<file path="config.mk">
export PLATFORM = sky130hd
export DESIGN_NAME = base64_codec
export DESIGN_NICKNAME = d
export VERILOG_FILES = /design/src/hdl/b64c_pkg.sv /design/src/hdl/b64c_front.sv /design/src/hdl/b64c_queue.sv /design/src/hdl/b64c_back.sv /design/src/hdl/base64_codec.sv
export SDC_FILE = /design/constraint.sdc
export NUM_CORES = 1
export LEC_CHECK = 0
export BUFFER_PORTS_ARGS = -buffer_cell sky130_fd_sc_hd__buf_2
export CORE_ASPECT_RATIO = 0.9
export CORE_MARGIN = 2
export CORE_UTILIZATION = 32
export CTS_BUF_LIST = sky130_fd_sc_hd__clkbuf_8
export CTS_CLUSTER_DIAMETER = 120
export DETAILED_ROUTE_END_ITERATION = 12
export GPL_TIMING_DRIVEN = 0
export SETUP_SLACK_MARGIN = 0.5
export SLEW_MARGIN = 20
export SYNTH_ARGS = -nofsm -noshare
export SYNTH_HDL_FRONTEND = slang
export SYNTH_SLANG_ARGS = --single-unit
</file>
<file path="constraint.sdc">
create_clock -name clock -period 6.5 [get_ports clock]
set_input_delay 0.975 -clock clock [delete_from_list [all_inputs] [get_ports clock]]
set_output_delay 0.975 -clock clock [all_outputs]
set_load 0.01 [all_outputs]
</file>
<file path="src/hdl/b64c_pkg.sv">
// Shared types, constants and alphabet functions for the base64 codec.
`timescale 1ns / 1ps

package b64c_pkg;

   // Pad character '='
   localparam logic [7:0] PAD_CHAR = 8'h3D;

   // Job queue depth between front and back (power of two)
   localparam int QUEUE_DEPTH = 2;

   // Mode register values
   localparam logic MODE_ENCODE = 1'b0;
   localparam logic MODE_DECODE = 1'b1;

   // One group's worth of output bytes, first byte in bytes[0]
   typedef struct packed {
      logic [3:0][7:0] bytes;
      logic [2:0]      count;   // 0..4 valid bytes
   } job_type;

   // 6-bit value to alphabet character
   function automatic logic [7:0] enc_char(input logic [5:0] v);
      logic [7:0] r;
      if (v < 6'd26)      r = 8'h41 + {2'b00, v};
      else if (v < 6'd52) r = 8'h61 + ({2'b00, v} - 8'd26);
      else if (v < 6'd62) r = 8'h30 + ({2'b00, v} - 8'd52);
      else if (v == 6'd62) r = 8'h2B;
      else                 r = 8'h2F;
      return r;
   endfunction

   // Alphabet character to 6-bit value, anything else is zero
   function automatic logic [5:0] dec_value(input logic [7:0] c);
      logic [7:0] r;
      if (c inside {[8'h41:8'h5A]})      r = c - 8'h41;
      else if (c inside {[8'h61:8'h7A]}) r = c - 8'h61 + 8'd26;
      else if (c inside {[8'h30:8'h39]}) r = c - 8'h30 + 8'd52;
      else if (c == 8'h2B)               r = 8'd62;
      else if (c == 8'h2F)               r = 8'd63;
      else                               r = 8'd0;
      return r[5:0];
   endfunction

endpackage

</file>
<file path="src/hdl/b64c_front.sv">
// Front end: accepts input beats, tracks the group state and builds output jobs.
`timescale 1ns / 1ps

module b64c_front
   import b64c_pkg::*;
(
   input  logic       clock,
   input  logic       reset,
   input  logic       csr_wr_en,
   input  logic       csr_wr_data,
   input  logic       req_tvalid,
   output logic       req_tready,
   input  logic [7:0] req_data,
   input  logic       req_last,
   input  logic       q_full,
   output logic       q_push,
   output job_type    q_job
);

   logic        mode_ff, mode_in;
   logic [1:0]  phase_ff, phase_in;
   logic [20:0] held_ff, held_in;
   logic        accept;
   job_type     job;

   // decode-side helpers
   logic [5:0] v, a, bb, c;
   logic       pad;
   logic [2:0] fl;
   logic [2:0] pads;
   logic [7:0] b0, b1;

   assign req_tready = !q_full;
   assign accept     = req_tvalid && req_tready;

   // Group step: next state and job for the incoming beat
   always_comb begin
      phase_in = phase_ff;
      held_in  = held_ff;
      job      = '0;
      v        = dec_value(req_data);
      pad      = (req_data == PAD_CHAR);
      a        = held_ff[17:12];
      bb       = held_ff[11:6];
      c        = held_ff[5:0];
      fl       = held_ff[20:18];
      b0       = held_ff[15:8];
      b1       = held_ff[7:0];
      pads     = 3'd0;
      if (mode_ff == MODE_ENCODE) begin
         if (phase_ff == 2'd0) begin
            if (req_last) begin
               job.bytes[0] = enc_char(req_data[7:2]);
               job.bytes[1] = enc_char({req_data[1:0], 4'b0000});
               job.bytes[2] = PAD_CHAR;
               job.bytes[3] = PAD_CHAR;
               job.count    = 3'd4;
            end else begin
               held_in  = {13'd0, req_data};
               phase_in = 2'd1;
            end
         end else if (phase_ff == 2'd1) begin
            if (req_last) begin
               job.bytes[0] = enc_char(b1[7:2]);
               job.bytes[1] = enc_char({b1[1:0], req_data[7:4]});
               job.bytes[2] = enc_char({req_data[3:0], 2'b00});
               job.bytes[3] = PAD_CHAR;
               job.count    = 3'd4;
            end else begin
               held_in  = {5'd0, b1, req_data};
               phase_in = 2'd2;
            end
         end else begin
            job.bytes[0] = enc_char(b0[7:2]);
            job.bytes[1] = enc_char({b0[1:0], b1[7:4]});
            job.bytes[2] = enc_char({b1[3:0], req_data[7:6]});
            job.bytes[3] = enc_char(req_data[5:0]);
            job.count    = 3'd4;
            held_in      = '0;
            phase_in     = 2'd0;
         end
         if (req_last) begin
            held_in  = '0;
            phase_in = 2'd0;
         end
      end else begin
         if (phase_ff != 2'd3) begin
            held_in  = {fl[1:0], pad, held_ff[11:0], v};
            phase_in = phase_ff + 2'd1;
            if (req_last) begin
               held_in  = '0;
               phase_in = 2'd0;
            end
         end else begin
            // trailing pad run counted back from the fourth character
            if (req_last && pad) begin
               pads = 3'd1;
               if (fl[0]) begin
                  pads = 3'd2;
                  if (fl[1]) pads = 3'd3;
               end
            end
            job.bytes[0] = {a, bb[5:4]};
            job.bytes[1] = {bb[3:0], c[5:2]};
            job.bytes[2] = {c[1:0], v};
            job.count    = (pads >= 3'd3) ? 3'd0 : 3'd3 - pads;
            held_in      = '0;
            phase_in     = 2'd0;
         end
      end
   end

   assign q_push = accept && (job.count != 3'd0);
   assign q_job  = job;

   // Mode and group state registers
   always_comb begin
      mode_in = mode_ff;
      if (csr_wr_en) mode_in = csr_wr_data;
   end

   always_ff @(posedge clock) begin
      if (reset) begin
         mode_ff  <= MODE_ENCODE;
         phase_ff <= 2'd0;
         held_ff  <= '0;
      end else if (csr_wr_en) begin
         mode_ff  <= mode_in;
         phase_ff <= 2'd0;
         held_ff  <= '0;
      end else if (accept) begin
         phase_ff <= phase_in;
         held_ff  <= held_in;
      end
   end

   // Encode groups never hold more than two bytes
   assert property (@(posedge clock) disable iff (reset)
      (mode_ff == MODE_ENCODE) |-> (phase_ff != 2'd3))
      else $error("encode phase out of range");

   // A final beat always leaves the group empty
   assert property (@(posedge clock) disable iff (reset)
      (accept && req_last && !csr_wr_en) |=> (phase_ff == 2'd0))
      else $error("group not cleared after last beat");

   // A full encode group always produces four characters
   assert property (@(posedge clock) disable iff (reset)
      (accept && mode_ff == MODE_ENCODE && phase_ff == 2'd2) |-> (job.count == 3'd4))
      else $error("encode group without four characters");

endmodule

</file>
<file path="src/hdl/b64c_queue.sv">
// Short job queue decoupling the front end from the output serializer.
`timescale 1ns / 1ps

module b64c_queue
   import b64c_pkg::*;
(
   input  logic    clock,
   input  logic    reset,
   input  logic    push,
   input  job_type push_job,
   input  logic    pop,
   output job_type head_job,
   output logic    full,
   output logic    empty
);

   localparam int PTR_W = (QUEUE_DEPTH > 1) ? $clog2(QUEUE_DEPTH) : 1;
   localparam int CNT_W = $clog2(QUEUE_DEPTH + 1);

   job_type             slot_ff [QUEUE_DEPTH];
   logic [PTR_W-1:0]    wr_ptr_ff, wr_ptr_in;
   logic [PTR_W-1:0]    rd_ptr_ff, rd_ptr_in;
   logic [CNT_W-1:0]    cnt_ff, cnt_in;

   assign full     = (cnt_ff == CNT_W'(QUEUE_DEPTH));
   assign empty    = (cnt_ff == '0);
   assign head_job = slot_ff[rd_ptr_ff];

   // Pointer and fill count update
   always_comb begin
      wr_ptr_in = push ? wr_ptr_ff + 1'b1 : wr_ptr_ff;
      rd_ptr_in = pop ? rd_ptr_ff + 1'b1 : rd_ptr_ff;
      cnt_in    = cnt_ff;
      if (push && !pop)      cnt_in = cnt_ff + 1'b1;
      else if (pop && !push) cnt_in = cnt_ff - 1'b1;
   end

   always_ff @(posedge clock) begin
      if (reset) begin
         wr_ptr_ff <= '0;
         rd_ptr_ff <= '0;
         cnt_ff    <= '0;
      end else begin
         wr_ptr_ff <= wr_ptr_in;
         rd_ptr_ff <= rd_ptr_in;
         cnt_ff    <= cnt_in;
      end
   end

   // Slot storage
   always_ff @(posedge clock) begin
      if (push) slot_ff[wr_ptr_ff] <= push_job;
   end

   assert property (@(posedge clock) disable iff (reset) push |-> !full)
      else $error("job pushed into full queue");

   assert property (@(posedge clock) disable iff (reset) pop |-> !empty)
      else $error("job popped from empty queue");

   assert property (@(posedge clock) disable iff (reset)
      push |-> (push_job.count != 3'd0 && push_job.count <= 3'd4))
      else $error("job with bad byte count");

endmodule

</file>
<file path="src/hdl/b64c_back.sv">
// Back end: pulls jobs from the queue and sends their bytes one beat at a time.
`timescale 1ns / 1ps

module b64c_back
   import b64c_pkg::*;
(
   input  logic       clock,
   input  logic       reset,
   input  job_type    head_job,
   input  logic       q_empty,
   output logic       q_pop,
   output logic       rsp_tvalid,
   input  logic       rsp_tready,
   output logic [7:0] rsp_data,
   output logic       rsp_last
);

   job_type    job_ff;
   logic       active_ff, active_in;
   logic [1:0] idx_ff, idx_in;
   logic       out_valid_ff;
   logic [7:0] out_data_ff;
   logic       out_last_ff;
   logic       adv;
   logic       final_byte;
   logic       fin;

   // Output register may load when empty or being drained
   assign adv        = !out_valid_ff || rsp_tready;
   assign final_byte = (({1'b0, idx_ff} + 3'd1) == job_ff.count);
   assign fin        = active_ff && adv && final_byte;
   assign q_pop      = !q_empty && (!active_ff || fin);

   // Job and byte index control
   always_comb begin
      active_in = active_ff;
      idx_in    = idx_ff;
      if (q_pop) begin
         active_in = 1'b1;
         idx_in    = 2'd0;
      end else if (fin) begin
         active_in = 1'b0;
      end else if (active_ff && adv) begin
         idx_in = idx_ff + 2'd1;
      end
   end

   always_ff @(posedge clock) begin
      if (reset) begin
         active_ff    <= 1'b0;
         idx_ff       <= 2'd0;
         out_valid_ff <= 1'b0;
      end else begin
         active_ff <= active_in;
         idx_ff    <= idx_in;
         if (adv) out_valid_ff <= active_ff;
      end
   end

   // Payload registers
   always_ff @(posedge clock) begin
      if (q_pop) job_ff <= head_job;
      if (adv && active_ff) begin
         out_data_ff <= job_ff.bytes[idx_ff];
         out_last_ff <= final_byte;
      end
   end

   assign rsp_tvalid = out_valid_ff;
   assign rsp_data   = out_data_ff;
   assign rsp_last   = out_last_ff;

   // An active job always has at least one byte left
   assert property (@(posedge clock) disable iff (reset)
      active_ff |-> (job_ff.count != 3'd0 && {1'b0, idx_ff} < job_ff.count))
      else $error("serializer index beyond job");

   // Finishing a job with nothing queued leaves the serializer idle
   assert property (@(posedge clock) disable iff (reset)
      (fin && q_empty) |=> !active_ff)
      else $error("serializer did not go idle");

   // The final byte of a job is always flagged as the last beat
   assert property (@(posedge clock) disable iff (reset)
      (adv && active_ff && final_byte) |=> (rsp_tvalid && rsp_last))
      else $error("final byte not flagged");

endmodule

</file>
<file path="src/hdl/base64_codec.sv">
// Top level of the streaming base64 encoder/decoder.
`timescale 1ns / 1ps

// Streaming base64 codec, standard alphabet with '=' padding. csr_wr_data
// selects encode (0) or decode (1); a write clears any partial group, so
// write it only between messages. Input beats carry a byte or character in
// req_tdata and mark the end of a message with req_tlast. Encoding turns
// every three bytes into four characters, flushing a padded group on tlast;
// decoding turns every quartet into up to three bytes and drops a partial
// trailing quartet. rsp_tlast flags the final beat of each output group.
// The front end takes one beat per cycle while the two-entry job queue
// has room; the output serializer sends at most one beat per cycle, so
// sustained rate is set by output bytes when encoding and by input
// characters when decoding.
module base64_codec
   import b64c_pkg::*;
(
   input  logic       clock,
   input  logic       reset,
   input  logic       csr_wr_en,
   input  logic       csr_wr_data,   // decode_mode
   input  logic       req_tvalid,
   output logic       req_tready,
   input  logic [7:0] req_tdata,     // [7:0] data_byte
   input  logic       req_tlast,     // last
   output logic       rsp_tvalid,
   input  logic       rsp_tready,
   output logic [7:0] rsp_tdata,     // [7:0] out_byte
   output logic       rsp_tlast      // out_last
);

   logic    q_push, q_pop, q_full, q_empty;
   job_type push_job, head_job;

   b64c_front u_front (
      .clock       (clock),
      .reset       (reset),
      .csr_wr_en   (csr_wr_en),
      .csr_wr_data (csr_wr_data),
      .req_tvalid  (req_tvalid),
      .req_tready  (req_tready),
      .req_data    (req_tdata),
      .req_last    (req_tlast),
      .q_full      (q_full),
      .q_push      (q_push),
      .q_job       (push_job)
   );

   b64c_queue u_queue (
      .clock    (clock),
      .reset    (reset),
      .push     (q_push),
      .push_job (push_job),
      .pop      (q_pop),
      .head_job (head_job),
      .full     (q_full),
      .empty    (q_empty)
   );

   b64c_back u_back (
      .clock      (clock),
      .reset      (reset),
      .head_job   (head_job),
      .q_empty    (q_empty),
      .q_pop      (q_pop),
      .rsp_tvalid (rsp_tvalid),
      .rsp_tready (rsp_tready),
      .rsp_data   (rsp_tdata),
      .rsp_last   (rsp_tlast)
   );

endmodule
</file>
### Word level (Yosys, flattened, before mapping)

Memories as Yosys holds them, arrays and structs flattened. A register that Yosys moved wholly into a read port is not among the register bits.
Index checks and enable logic that the tools add are counted.

| word-level totals | value |
|---|---|
| flip-flop bits (word level) | 40 |
| memory bits (writable) | 70 |
| input port bits | 15 |
| output and inout port bits | 11 |
| logic and storage cells | 219 |
| memories | 1 |

| operators by class | value |
|---|---|
| add/sub/neg operators | 58 |
| order comparisons | 35 |
| equality and inequality tests | 14 |
| mux-type cells | 72 |
| bitwise logic cells | 1 |
| reductions and logical operators | 27 |

Memory list:

| name | depth | bits a word | rd ports | clocked after memory_dff | wr ports | line | source |
|---|---|---|---|---|---|---|---|
| u_queue.slot_ff | 2 | 35 | 1 | 1 | 1 | b64c_queue.sv:20 | `job_type slot_ff [QUEUE_DEPTH];` |

Operators with widths:

| cell | count |
|---|---|
| 8-bit two-way mux | 29 |
| 6-bit less-than comparator, second input constant | 18 |
| 6-bit by 8-bit adder with 8-bit output, first input constant | 9 |
| 7-bit by 6-bit adder with 8-bit output, first input constant | 9 |
| 7-bit by 8-bit adder with 8-bit output, first input constant | 9 |
| 35-bit two-way mux | 2 |
| 33-bit two-way mux | 2 |
| 6-bit by 5-bit subtractor with 7-bit output, second input constant | 9 |
| 6-bit by 6-bit subtractor with 7-bit output, second input constant | 9 |
| 20-bit two-way mux | 3 |
| 6-bit by 5-bit less-than comparator with 1-bit output, second input constant | 9 |
| 27-bit two-way mux | 2 |
| 16-bit two-way mux | 3 |
| 6-bit == test, second input constant | 7 |
| 3-bit two-way mux | 11 |
| 6-bit two-way mux | 5 |
| 8-bit by 6-bit == test with 1-bit output, second input constant | 3 |
| 2-bit two-way mux | 9 |
| 8-bit binary-select mux with 2-bit select | 1 |
| 8-bit by 7-bit >= comparator with 1-bit output, second input constant | 2 |
| 8-bit by 7-bit <= comparator with 1-bit output, second input constant | 2 |
| 6-bit subtractor, second input constant | 2 |
| 1-bit logical AND | 11 |
| 8-bit by 6-bit >= comparator with 1-bit output, second input constant | 1 |
| other kinds (24) | 40 |

### Longest topological paths before layout

Gate-level depths: netlist of the first run.

| logic depth | value |
|---|---|
| depth after elaboration | 15 |
| gate-level depth with buffers | 12 |
| depth with buffers taken out | 11 |

### Cells and area by module

Synthesis of the first run repeated with hierarchy kept, for this count alone.

| second synthesis, totals | value |
|---|---|
| cells, all modules | 1,109 |
| area total of the unflattened synthesis | 10,679.0 µm² |

By module, submodules not included:

| module | instances | cells an instance | area each (µm²) |
|---|---|---|---|
| b64c_front | 1 | 901 | 6,174.7 |
| b64c_queue | 1 | 131 | 2,731.4 |
| b64c_back | 1 | 77 | 1,773.0 |

### Least setup slack after synthesis of the first run

Ideal clock, no wire load.

| path | value |
|---|---|
| kind | input to register |
| start point | input req_tdata[6] |
| end point | memory u_queue.slot_ff[0][0] (netlist bit) (enable) |
| setup time | 431 ps |
| arrival time | 4,016 ps |
| data required time | 6,069 ps |
| path slack | 2,052 ps |
| stages | 8 |
| cells stage by stage | buf_2 clkinv_1 ha_1 nand2_1 nor2_1 a41o_1 a21oi_1 nor2b_1 |

| between the ends | value |
|---|---|
| longest elaborated chain between the ends | 13 |

Ends and longest elaborated chain:

| what | line | source |
|---|---|---|
| start, declared | base64_codec.sv:24 | `input logic [7:0] req_tdata,` |
| 8-bit by 6-bit == test with 1-bit output (*) | b64c_front.sv:42 | `pad = (req_data == PAD_CHAR);` |
| 1-bit logical AND (*) | b64c_front.sv:96 | `if (req_last && pad) begin` |
| 3-bit two-way mux (*) | b64c_front.sv:96 |  |
| 3-bit two-way mux (*) | b64c_front.sv:87 | `if (phase_ff != 2'd3) begin` |
| 3-bit two-way mux (*) | b64c_front.sv:50 | `if (mode_ff == MODE_ENCODE) begin` |
| 2-bit by 3-bit subtractor with 3-bit output or 3-bit by 2-bit >= comparator with 1-bit output (tied branches) | b64c_front.sv:106 | `job.count = (pads >= 3'd3) ? 3'd0 : 3'd3 - pads;` |
| 3-bit two-way mux (*) | b64c_front.sv:106 |  |
| 27-bit two-way mux (*) | b64c_front.sv:87 |  |
| 27-bit two-way mux (*) | b64c_front.sv:50 |  |
| 3-bit nonzero test (*) | b64c_front.sv:113 | `assign q_push = accept && (job.count != 3'd0);` |
| 1-bit logical AND (*) | b64c_front.sv:113 |  |
| named net q_push | base64_codec.sv:32 | `logic q_push, q_pop, q_full, q_empty;` |
| 1-bit two-way mux (*) | b64c_queue.sv:52 | `if (push) slot_ff[wr_ptr_ff] <= push_job;` |
| 1-bit two-way mux (implied by the code) (*) | b64c_queue.sv:52 |  |
| end, declared | b64c_queue.sv:20 |  |

Mark *: on every way through the listed nets, which the timed path passes. The rest lies on a longest branch. The select of a mux whose other input is x is not followed.

==> reports/qor.txt, run 1 <==
I/O pin cnt: 26
final setup TNS: 0 ps
# placed instances: 1553
EDFF count, synth: 114
initial antenna violation count: 0
Avg Vias per Cell: 5.71
Mean Syn Cell Area: 9.61 um2
post-CTS setup buffer count: 0
Distinct cells, synth: 77
H-tree Lvls: 4
worst-skew pair later-pin latency: 460 ps
Overflow after GRT: 0
DR WL met2: 14700 um
cell family with most CP delay: compound AO/OA/AOI/OAI gates
RD Place Congestion: 0.992
CP Cell Sequence: buf_2 > buf_2 > clkinv_1 > ha_1 > a21oi_1 > xnor2_1 > nand2_1 > a21oi_1 > a21oi_1 > o41ai_1
peak supply drop: 126 uV
Switching Fraction: 32.7%
Seq pwr share: 42.9%
Max Clk Rate: 251 MHz
register area share after synthesis: 38.2%
clock share of power: 26.6%
Post-Synth XOR/XNOR Area: 7.52%
CTS Buf Count: 17
kind of critical path: in2reg
worst path required time: 6570 ps
highest routed layer: met4
Setup crit start kind: primary input
pin count of the biggest net entering global routing: 26
Tightest Pin Transition: 1250 ps
Port Buf Inserts: 25
Met3 Wirelength: 2430 um
crit-path max FO: 11
Starting Density: 32.3%
area delta synth->final: 11.1%
Synth Area in Simple Gates: 14.5%
P per Cell Area: 260 nW/um2
fillers: 3332
post-route ant nets: 0
period utilization: 61.2%
first-pass GRT wire length: 51200 um
Die ar.: 34600 um2
footprint of the multi-input gates: 6140 um2
slowest stage cell, crit path: o41ai_1
TritonRoute pass-1 iters: 5
vias: 9048
ANT cells: 0
CTS tree: done
most used cell along the critical path: a21oi_1
drt wl/cell: 21.2 um
final WL: 33600 um
GR Util All Layers: 19.5%
height of the chip: 177 um
fin cells: 1585
Starting DRT DRC Count: 911
post-synthesis compound-gate area fraction: 19.2%
clk buf depth: 2
Hold WS: 505 ps
largest family of logic cells by synthesized area: compound AO/OA/AOI/OAI gates
WP buf/inv: 3
post-synthesis adder-cell area fraction: 9.68%
met1 WL: 15300 um
cell-internal power: 2.06 mW
synth warn: 0
Worst EP arrival: 4040 ps
Register Area: 4040 um2
RSZ-0062 raised after global routing: false
asr flop ratio synth: 0%
Post-synth top flop: edfxtp_1
max incr delay on CP: 1010 ps
Rel. slew slack: 15.7%
Hold WC Path Type: reg2reg
Chip Width: 196 um
row cnt: 63
post-DP HPWL: 25600 um
Synth Net Count: 1200
fraction of layout cells with a size suffix above 1: 11.3%
Logic pwr share: 30.5%
final setup vio count: 0
final-stage net count: 1247
Cell Area, Synth: 10600 um2
Sw Pwr: 1.00 mW
Final Hold Viols: 0
portion of netlist area occupied by mux cells: 6.98%
outcome: complete, no violations
number of hold buffers added after cts: 0
max cap viols: 0
DRC: 0
core area: 32800 um2
Root Buffer: clkbuf_8
flops & latches, synth: 145
number of global-route vias before repair: 8490
crit path capture type: flip-flop
Final Critical Period: 3980 ps
Setup Skew: 30.6 ps
clock-pin transition on the worst setup and hold timing paths: 80 ps
Gate Count Post-Synth: 1103
Pins Over Slew Limit: 0
post_cts resized: 0
Sink Count: 145
Pleak: 4.22 nW
==> cells in the mapped netlist (all sizes together) (23+ instances only) <==
library cell,instances,area (um2)
a221oi,23,201
edfxtp,114,3420
nand3,23,115
xor2,37,324
a21oi,98,494
dfxtp,31,621
xnor2,54,473
clkbuf,57,214
mux2,39,439
nor2,72,270
nor3,24,131
inv,29,109
ha,82,1030
nand2,91,342
o21ai,52,260
==> per-layer routing <==
metal / global-route usage (%) / up-vias
li1: - / 4208
met1: 27.3 / 4441
met2: 29.9 / 355
met3: 3.89 / 44
met4: 7.23 / 0
met5: 0 / -
==> final timing paths <==
check	from	to	cells after the start	slack (ps)
max	req_tdata[6]	u_queue.slot_ff[0][18]$_DFFE_PP_	10	2520
min	u_back.active_ff$_SDFFE_PP0P_	u_back.rsp_tvalid$_SDFFE_PP0N_	2	510
max reg2reg	u_front.held_ff[5]$_SDFFE_PP0P_	u_queue.slot_ff[0][9]$_DFFE_PP_	12	2890
min reg2reg	u_back.active_ff$_SDFFE_PP0P_	u_back.rsp_tvalid$_SDFFE_PP0N_	2	510
==> cell families (layout without fill, tap and decap cells) <==
logic type,count (synthesis),in the layout
AND/OR/NAND/NOR,312,312
AO/OA/AOI/OAI,305,305
flip-flops,145,145
buffers and inverters,109,169
XOR/XNOR,91,91
adder cells (fa/ha/maj),82,82
multiplexers,59,59
==> registers in the layout, summed over array words and instances, names as in the netlist <==
register,flops
u_front.mode_ff,1
u_back.job_ff,35
u_front.held_ff,20
u_back.idx_ff,2
u_back.rsp_tvalid,1
u_back.rsp_data,8
u_back.active_ff,1
u_queue.wr_ptr_ff,1
u_queue.slot_ff,70
u_front.phase_ff,2
u_queue.rd_ptr_ff,1
u_back.rsp_last,1
u_queue.cnt_ff,2
==> worst reg2reg max path, delay by kind of cell, from the launching register on <==
family | cells | cell delay, ps
AOI/OAI and AO/OA | 5 | 1230
xor gates and xnor gates | 1 | 120
adders and majority gates | 2 | 490
buffers and inverters | 2 | 730
DFF | 1 | 510
and+or+nand+nor | 2 | 260
==> layout by cell type (no fill, tap or decap), types with 15 or more instances in the layout <==
master,n
nor3_1,23
nand2b_1,16
nand2_1,91
xor2_1,37
xnor2_1,54
nand4_1,15
ha_1,82
a221oi_1,23
buf_2,37
edfxtp_1,114
nor2b_1,16
o21ai_0,50
mux2_2,39
nand3_1,23
inv_1,32
clkbuf_1,57
clkbuf_8,17
nor2_1,72
dfxtp_1,31
a21oi_1,97
==> final cells by class <==
class | instances | share of cell area, %
Timing Repair Buffer | 28 | 1.64
Buffer | 74 | 2.49
Clock inverter | 15 | 1.84
Multi-Input combinational cell | 849 | 52.1
Tap cell | 422 | 4.48
Sequential cell | 145 | 34.3
Inverter | 35 | 1.12
Clock buffer | 17 | 1.99
==> per-stage QoR <==
stage	util, %	setup WS (ps)	instance area [um2]	power, mW
2_1_floorplan	-	2050	10600	1.95
3_5_place_dp	34.5	2090	11300	2.27
6_report	35.9	2520	11800	3.06
4_1_cts	35.9	2550	11800	3.08
3_3_place_gp	34.3	135	11300	2.23
5_1_grt	35.9	2360	11800	3.22
==> power by group through the flow <==
stage / Clock, mW / Combinational (mW) / Sequential, mW
after floorplan: 0 / 0.629 / 1.32
after global placement: 0 / 0.886 / 1.34
after detailed placement: 0 / 0.927 / 1.34
after CTS: 0.825 / 0.933 / 1.32
after global routing: 0.865 / 1.02 / 1.33
final: 0.814 / 0.936 / 1.31
Note: power is estimated with default switching activity, not from simulation.
==> run 2: changes to the inputs <==
Settings changed: ABC_AREA set to 1.
Clock period 6.5 ns to 3.6 ns, I/O delays scaled along.
==> run 2 against run 1 <==
Against the previous run:
- synthesized cell count rose by 31%
- total power increased by 75%
- area after synthesis up 1.3%
- final cell count rose by 22%
- first-iteration DRC count rose by 15%
- non-clock buffer count decreased by 32
- sequential power grew 89%
- die area increased by 1.2%
- register-to-register slack lost 2100 ps
- global-route usage decreased by 0.36 points
- clock skew fell by 16 ps
- clock power increased by 47%
- critical endpoint is now u_queue.slot_ff[0][9]$_DFFE_PP_
- largest power group unchanged
- highest routed layer unchanged
==> reports/qor.txt, run 2 <==
outcome: complete, no violations (unchanged)
Die ar.: 35000 um2 (was 34600 um2)
worst-skew pair later-pin latency: 440 ps (was 460 ps)
final worst slack: 728 ps (was 2520 ps)
Rel. slew slack: 38.6% (was 15.7%)
GR Util All Layers: 19.2% (was 19.5%)
Setup WS pre-CTS: 40.7 ps (was 2090 ps)
TritonRoute pass-1 iters: 6 (was 5)
pin count of the biggest net entering global routing: 36 (was 26)
GR peak layer: met2 (unchanged)
drt wl/cell: 17.1 um (was 21.2 um)
global routing usage on met2: 30.0% (was 29.9%)
core area: 32900 um2 (was 32800 um2)
ANT cells: 0 (unchanged)
kind of critical path: in2reg (unchanged)
final setup TNS: 0 ps (unchanged)
first-pass GRT wire length: 51700 um (was 51200 um)
RSZ-0062 raised after global routing: false (unchanged)
fillers: 3496 (was 3332)
number of hold buffers added after cts: 0 (unchanged)
Pins Over Slew Limit: 0 (unchanged)
Final Critical Period: 2870 ps
post-synth top area cell: edfxtp_1 (unchanged)
Post-synth top cells: 472 x nand2_1, 130 x nand3_1, 121 x inv_1 (was 114 x edfxtp_1, 97 x a21oi_1, 91 x nand2_1)
Final Hold Viols: 0 (unchanged)
Register Area: 4040 um2 (unchanged)
Post-synth top flop: edfxtp_1 (unchanged)
P per Cell Area: 454 nW/um2 (was 260 nW/um2)
Avg Vias per Cell: 5.19 (was 5.71)
CP Cell Sequence: buf_2 > buf_4 > clkinvlp_4 > ha_1 > nand2_1 > nor2_2 > o211ai_1 > nand2_1 > nand3_1 > nand2_1 > nor2_4 > buf_16 (was buf_2 > buf_2 > clkinv_1 > ha_1 > a21oi_1 > xnor2_1 > nand2_1 > a21oi_1 > a21oi_1 > o41ai_1)
worst reg2reg path depth: 8 (was 12)
max incr delay on CP: 500 ps (was 1010 ps)
final-stage net count: 1592 (was 1247)
post-DP HPWL: 25500 um (was 25600 um)
DRC: 0 (unchanged)
Hold WS: 322 ps (was 505 ps)
I/O pin cnt: 26 (unchanged)
Setup crit start kind: primary input (unchanged)
Port Buf Inserts: 24 (was 25)
fin area: 11800 um2 (about the same)
clock share of power: 22.4% (was 26.6%)
CTS tree: done (unchanged)
area share of the largest cell type after synthesis: 31.9% (was 32.3%)
Max Clk Rate: 348 MHz
Synth Net Count: 1547 (was 1200)
most common cell after layout, fill and taps aside: nand2_1 (was edfxtp_1)
asr flop ratio synth: 0% (unchanged)
post-CTS setup buffer count: 0 (unchanged)
worst path required time: 3740 ps (was 6570 ps)
register area share after synthesis: 37.7% (was 38.2%)
Worst Hold Path Cells: 2 (unchanged)
commonest cells after routing, fill and taps aside: 471 x nand2_1, 130 x nand3_1, 119 x inv_1 (was 114 x edfxtp_1, 97 x a21oi_1, 91 x nand2_1)
Mean Syn Cell Area: 7.40 um2 (was 9.61 um2)
Starting Density: 32.6% (was 32.3%)
final setup vio count: 0 (unchanged)
Switching Fraction: 37.2% (was 32.7%)
Tightest Pin Transition: 917 ps (was 1250 ps)
Biggest register: u_queue.slot_ff (unchanged)
height of the chip: 178 um (was 177 um)
footprint of the multi-input gates: 5900 um2 (was 6140 um2)
Overflow after GRT: 0 (unchanged)
Worst EP arrival: 3010 ps (was 4040 ps)
Hold WC Path Type: in2reg (was reg2reg)
Sw Pwr: 2.00 mW (was 1.00 mW)
synth warn: 0 (unchanged)
Distinct cells, synth: 49 (was 77)
crit-path max FO: 22 (was 11)
peak supply drop: 266 uV (was 126 uV)
number of global-route vias before repair: 9299 (was 8490)
Starting DRT DRC Count: 1050 (was 911)
EDFF count, synth: 114 (unchanged)
Pleak: 5.13 nW (was 4.22 nW)
CTS Buf Count: 17 (unchanged)
most used cell along the critical path: nand2_1 (was a21oi_1)
area delta synth->final: 10.2% (was 11.1%)
top post-synthesis cells by area: edfxtp_1 32%, nand2_1 17%, ha_1 9.6% (was edfxtp_1 32%, ha_1 9.7%, dfxtp_1 5.9%)
Seq pwr share: 46.1% (was 42.9%)
fraction of layout cells with a size suffix above 1: 10.1% (was 11.3%)
final WL: 33100 um (was 33600 um)
period utilization: 79.8%
cell-internal power: 3.37 mW (was 2.06 mW)
slowest stage cell, crit path: nor2_4 (was o41ai_1)
count leader, synth: nand2_1 (was edfxtp_1)
max reg flops: 70 (unchanged)
Area after DPL: 11400 um2 (was 11300 um2)
initial antenna violation count: 0 (unchanged)
post-route ant nets: 0 (unchanged)
max cap viols: 0 (unchanged)
vias: 10.0k (was 9048)
flops & latches, synth: 145 (unchanged)
Setup Skew: 15.1 ps (was 30.6 ps)
met1 usage: 27.0% (was 27.3%)
clk buf depth: 2 (unchanged)
Gate Count Post-Synth: 1450 (was 1103)
met3 Use GR: 3.23% (was 3.89%)
H-tree Lvls: 4 (unchanged)
clock-pin transition on the worst setup and hold timing paths: 90 ps (was 80 ps)
Chip Width: 197 um (was 196 um)
RD Place Congestion: 0.970 (was 0.992)
row cnt: 63 (unchanged)
Top Registers: u_queue.slot_ff (70), u_back.job_ff (35), u_front.held_ff (20) (unchanged)
crit path capture type: flip-flop (unchanged)
Sink Count: 145 (unchanged)
Cell Area, Synth: 10700 um2 (was 10600 um2)
Root Buffer: clkbuf_8 (unchanged)
Logic pwr share: 31.5% (was 30.5%)
==> run 2: power groups by stage <==
stage               Clock [mW]  Combinational [mW]  Sequential, mW
finish                    1.20                1.69            2.47
global route              1.29                1.91            2.51
CTS                       1.22                1.69            2.48
detailed placement           0                1.68            2.52
global placement             0                1.65            2.52
floorplan                    0                1.13            2.47
==> run 2: final cells by class <==
class | count | share of cell area, %
buffer | 44 | 2.11
clock buffer | 17 | 1.98
clock inverter | 15 | 1.12
inverter | 148 | 4.79
multi-input combinational | 1113 | 49.9
sequential | 145 | 34.2
tap | 422 | 4.46
timing repair buffer | 26 | 1.42
==> run 2: repair_timing <==
| item | 4_1_cts | 5_1_grt |
|---|---|---|
| endpoints found under the hold margin | 0 | 0 |
| resized for setup | 0 | 6 |
| endpoints found under the setup margin | 0 | 5 |
==> run 2: worst paths after layout <==
| path | start | slack, ps | end |
|---|---|---|---|
| max | req_tdata[6] | 730 | u_queue.slot_ff[0][9]$_DFFE_PP_ |
| min | reset | 320 | u_back.active_ff$_SDFFE_PP0P_ |
| max reg2reg | u_front.held_ff[4]$_SDFFE_PP0P_ | 790 | u_queue.slot_ff[1][6]$_DFFE_PP_ |
| min reg2reg | u_front.held_ff[19]$_SDFFE_PP0P_ | 470 | u_front.held_ff[19]$_SDFFE_PP0P_ |
==> run 2: cell families (layout without fill, tap and decap cells) <==
kind of cell,after synthesis,after routing,share of synthesized area (%)
buf+inv,192,250,7.50
fa+ha+maj,82,82,9.56
flops,145,145,37.7
compound gates,238,238,12.6
simple gates,751,751,29.1
xor+xnor,42,42,3.50
==> run 2: layer usage <==
layer / vias to the layer above / share of wire [%]
met5: - / 0
met2: 417 / 44
met4: 0 / 2.8
li1: 4924 / -
met3: 61 / 8.0
met1: 4611 / 45
==> run 2: critical path: cells and delay by family <==
| family | cells | cell delay [ps] |
|---|---|---|
| compound gates | 1 | 90 |
| fa+ha+maj | 1 | 280 |
| buf+inv | 4 | 900 |
| simple gates | 6 | 1170 |
==> run 2: stage by stage <==
step	power [mW]	util, %	instances
2_1_floorplan	3.60	-	1450
3_3_place_gp	4.17	34.5	1896
3_5_place_dp	4.20	34.7	1898
4_1_cts	5.39	35.8	1930
5_1_grt	5.71	35.9	1930
6_report	5.37	35.9	1930
==> run 3: changes to the inputs <==
Clock period 3.6 ns to 2.8 ns, I/O delays scaled along.
==> run 3 against run 2 <==
Against the previous run:
- clock power up 38%
- global-route usage grew 0.64 points
- die area did not move
- total power up 38%
- via count increased by 4.4%
- clock-buffer cell count stayed put
- largest power group unchanged
==> reports/qor.txt, run 3 (synthesized netlist as in run 2, its figures left out) <==
vias: 10.5k (was 10.0k)
max cap viols: 0 (unchanged)
Root Buffer: clkbuf_8 (unchanged)
Setup WS pre-CTS: -469 ps (was 40.7 ps)
clk buf depth: 2 (unchanged)
clock-pin transition on the worst setup and hold timing paths: 80 ps (was 90 ps)
Setup crit start kind: flip-flop (was primary input)
TritonRoute pass-1 iters: 5 (was 6)
RD Place Congestion: 0.989 (was 0.970)
final setup vio count: 0 (unchanged)
peak supply drop: 372 uV (was 266 uV)
final worst slack: 431 ps (was 728 ps)
outcome: complete, no violations (unchanged)
Met3 Wirelength: 2580 um (was 2640 um)
Overflow after GRT: 0 (unchanged)
Pins Over Slew Limit: 0 (unchanged)
Layout Utilization: 39.8% (was 35.9%)
Top Registers: u_queue.slot_ff (70), u_back.job_ff (35), u_front.held_ff (20) (unchanged)
post-route ant nets: 0 (unchanged)
Pleak: 5.60 nW (was 5.13 nW)
commonest cells after routing, fill and taps aside: 444 x nand2_1, 119 x nand3_1, 114 x edfxtp_1 (was 471 x nand2_1, 130 x nand3_1, 119 x inv_1)
number of global-route vias before repair: 9393 (was 9299)
most used cell along the critical path: nand2_1 (unchanged)
most common cell after layout, fill and taps aside: nand2_1 (unchanged)
Starting DRT DRC Count: 1007 (was 1050)
height of the chip: 178 um (unchanged)
area delta synth->final: 22.3% (was 10.2%)
core area: 32900 um2 (unchanged)
Avg Vias per Cell: 5.23 (was 5.19)
Setup Skew: 27.8 ps (was 15.1 ps)
CP Cell Sequence: buf_6 > buf_12 > clkinvlp_4 > ha_4 > xor2_2 > ha_2 > or2_4 > nand3_2 > a21oi_2 > o211ai_1 > nand2_1 > nand2_1 > nand2_2 (was buf_2 > buf_4 > clkinvlp_4 > ha_1 > nand2_1 > nor2_2 > o211ai_1 > nand2_1 > nand3_1 > nand2_1 > nor2_4 > buf_16)
P per Cell Area: 564 nW/um2 (was 454 nW/um2)
Biggest register: u_queue.slot_ff (unchanged)
met1 WL: 15900 um (was 15000 um)
fraction of layout cells with a size suffix above 1: 20.9% (was 10.1%)
Port Buf Inserts: 24 (unchanged)
Switching Fraction: 37.3% (was 37.2%)
clock share of power: 22.3% (was 22.4%)
cell-internal power: 4.64 mW (was 3.37 mW)
Logic pwr share: 34.6% (was 31.5%)
Hold WC Path Type: in2reg (unchanged)
max incr delay on CP: 380 ps (was 500 ps)
worst path required time: 2990 ps (was 3740 ps)
initial antenna violation count: 1 (was 0)
final setup TNS: 0 ps (unchanged)
Rel. slew slack: 42.0% (was 38.6%)
Tightest Pin Transition: 867 ps (was 917 ps)
DRC: 0 (unchanged)
final WL: 35000 um (was 33100 um)
pin count of the biggest net entering global routing: 19 (was 36)
Die ar.: 35000 um2 (unchanged)
worst-skew pair later-pin latency: 460 ps (was 440 ps)
crit path capture type: flip-flop (unchanged)
post-DP HPWL: 25300 um (was 25500 um)
final-stage net count: 1660 (was 1592)
kind of critical path: reg2reg (was in2reg)
fillers: 3355 (was 3496)
Worst EP arrival: 2560 ps (was 3010 ps)
CTS tree: done (unchanged)
max reg flops: 70 (unchanged)
DR WL met2: 15900 um (was 14500 um)
Sink Count: 145 (unchanged)
H-tree Lvls: 4 (unchanged)
I/O pin cnt: 26 (unchanged)
drt wl/cell: 17.5 um (was 17.1 um)
period utilization: 84.6%
crit-path max FO: 5 (was 22)
slowest stage cell, crit path: dfxtp_4 (was nor2_4)
row cnt: 63 (unchanged)
Sw Pwr: 2.76 mW (was 2.00 mW)
CTS Buf Count: 17 (unchanged)
Final Hold Viols: 0 (unchanged)
Max Clk Rate: 422 MHz
Starting Density: 32.6% (unchanged)
Seq pwr share: 43.1% (was 46.1%)
Final Critical Period: 2370 ps
GR Util All Layers: 19.8% (was 19.2%)
highest routed layer: met4 (unchanged)
Chip Width: 197 um (unchanged)
RSZ-0062 raised after global routing: true (was false)
first-pass GRT wire length: 53100 um (was 51700 um)
## run 3: changes by cell type in the layout (fill, tap and decap cells not counted), moves of 9 or more
cell	change
ha_1	-17
inv_4	+9
nand2_2	+21
buf_12	+9
nand2_1	-27
nand3_2	+11
nor2_1	-11
ha_4	+12
nand3_1	-11
buf_4	+52
inv_1	-11
## run 3: critical path, delay by kind of cell (launching register included)
kind	cells	cell delay (ps)
AND/OR/NAND/NOR	5	640
AO/OA/AOI/OAI	2	170
buffers and inverters	3	370
flip-flops	1	380
adder cells (fa/ha/maj)	2	400
XOR/XNOR	1	150
## run 3: final cells by class
cell class	instances	area [um2]	area share (%)
repair inverters	1	7.51	0.0572
diodes	1	2.50	0.0191
repair buffers	91	732	5.58
multi-input cells	1115	6450	49.2
clock buffers	17	234	1.78
flip-flops and latches	145	4070	31.0
plain buffers	44	322	2.45
inverters	148	621	4.73
well taps	422	528	4.02
clock inverters	15	155	1.18
## run 3: stage by stage
stage | cells | instance area (um2) | hold slack, ps | total power [mW]
after floorplan | 1450 | 10800 | 443 | 4.64
final | 1999 | 13100 | 226 | 7.40
after CTS | 1971 | 12500 | 202 | 7.25
after global placement | 1896 | 11400 | 452 | 5.37
after detailed placement | 1896 | 11400 | 461 | 5.40
after global routing | 1999 | 13100 | 226 | 7.82
## run 3: per-layer routing
metal | track usage [%] | up-vias
met5 | 0 | -
met4 | 5.11 | 0
met3 | 3.19 | 54
met2 | 31.6 | 407
met1 | 27.9 | 4912
li1 | - | 5079
## run 3: final timing paths
kind / from / cells past startpoint / slack [ps] / endpoint
max: u_front.held_ff[0]$_SDFFE_PP0P_ / 13 / 430 / u_queue.slot_ff[0][25]$_DFFE_PP_
min: rsp_tready / 4 / 230 / u_back.rsp_tvalid$_SDFFE_PP0N_
max reg2reg: u_front.held_ff[0]$_SDFFE_PP0P_ / 13 / 430 / u_queue.slot_ff[0][25]$_DFFE_PP_
min reg2reg: u_front.held_ff[19]$_SDFFE_PP0P_ / 2 / 480 / u_front.held_ff[19]$_SDFFE_PP0P_
## run 3: timing repair
item	4_1_cts	5_1_grt
cloned	3	0
endpoints found under the setup margin	156	131
pin swaps	16	37
hold buffers	0	0
resized for setup	82	100
setup buffers	40	27
## run 3: power by group through the flow
stage	registers, mW	clock network (mW)	logic [mW]
6_report	3.19	1.65	2.56
5_1_grt	3.22	1.77	2.83
4_1_cts	3.19	1.67	2.40
3_5_place_dp	3.23	0	2.17
3_3_place_gp	3.24	0	2.14
2_1_floorplan	3.17	0	1.47
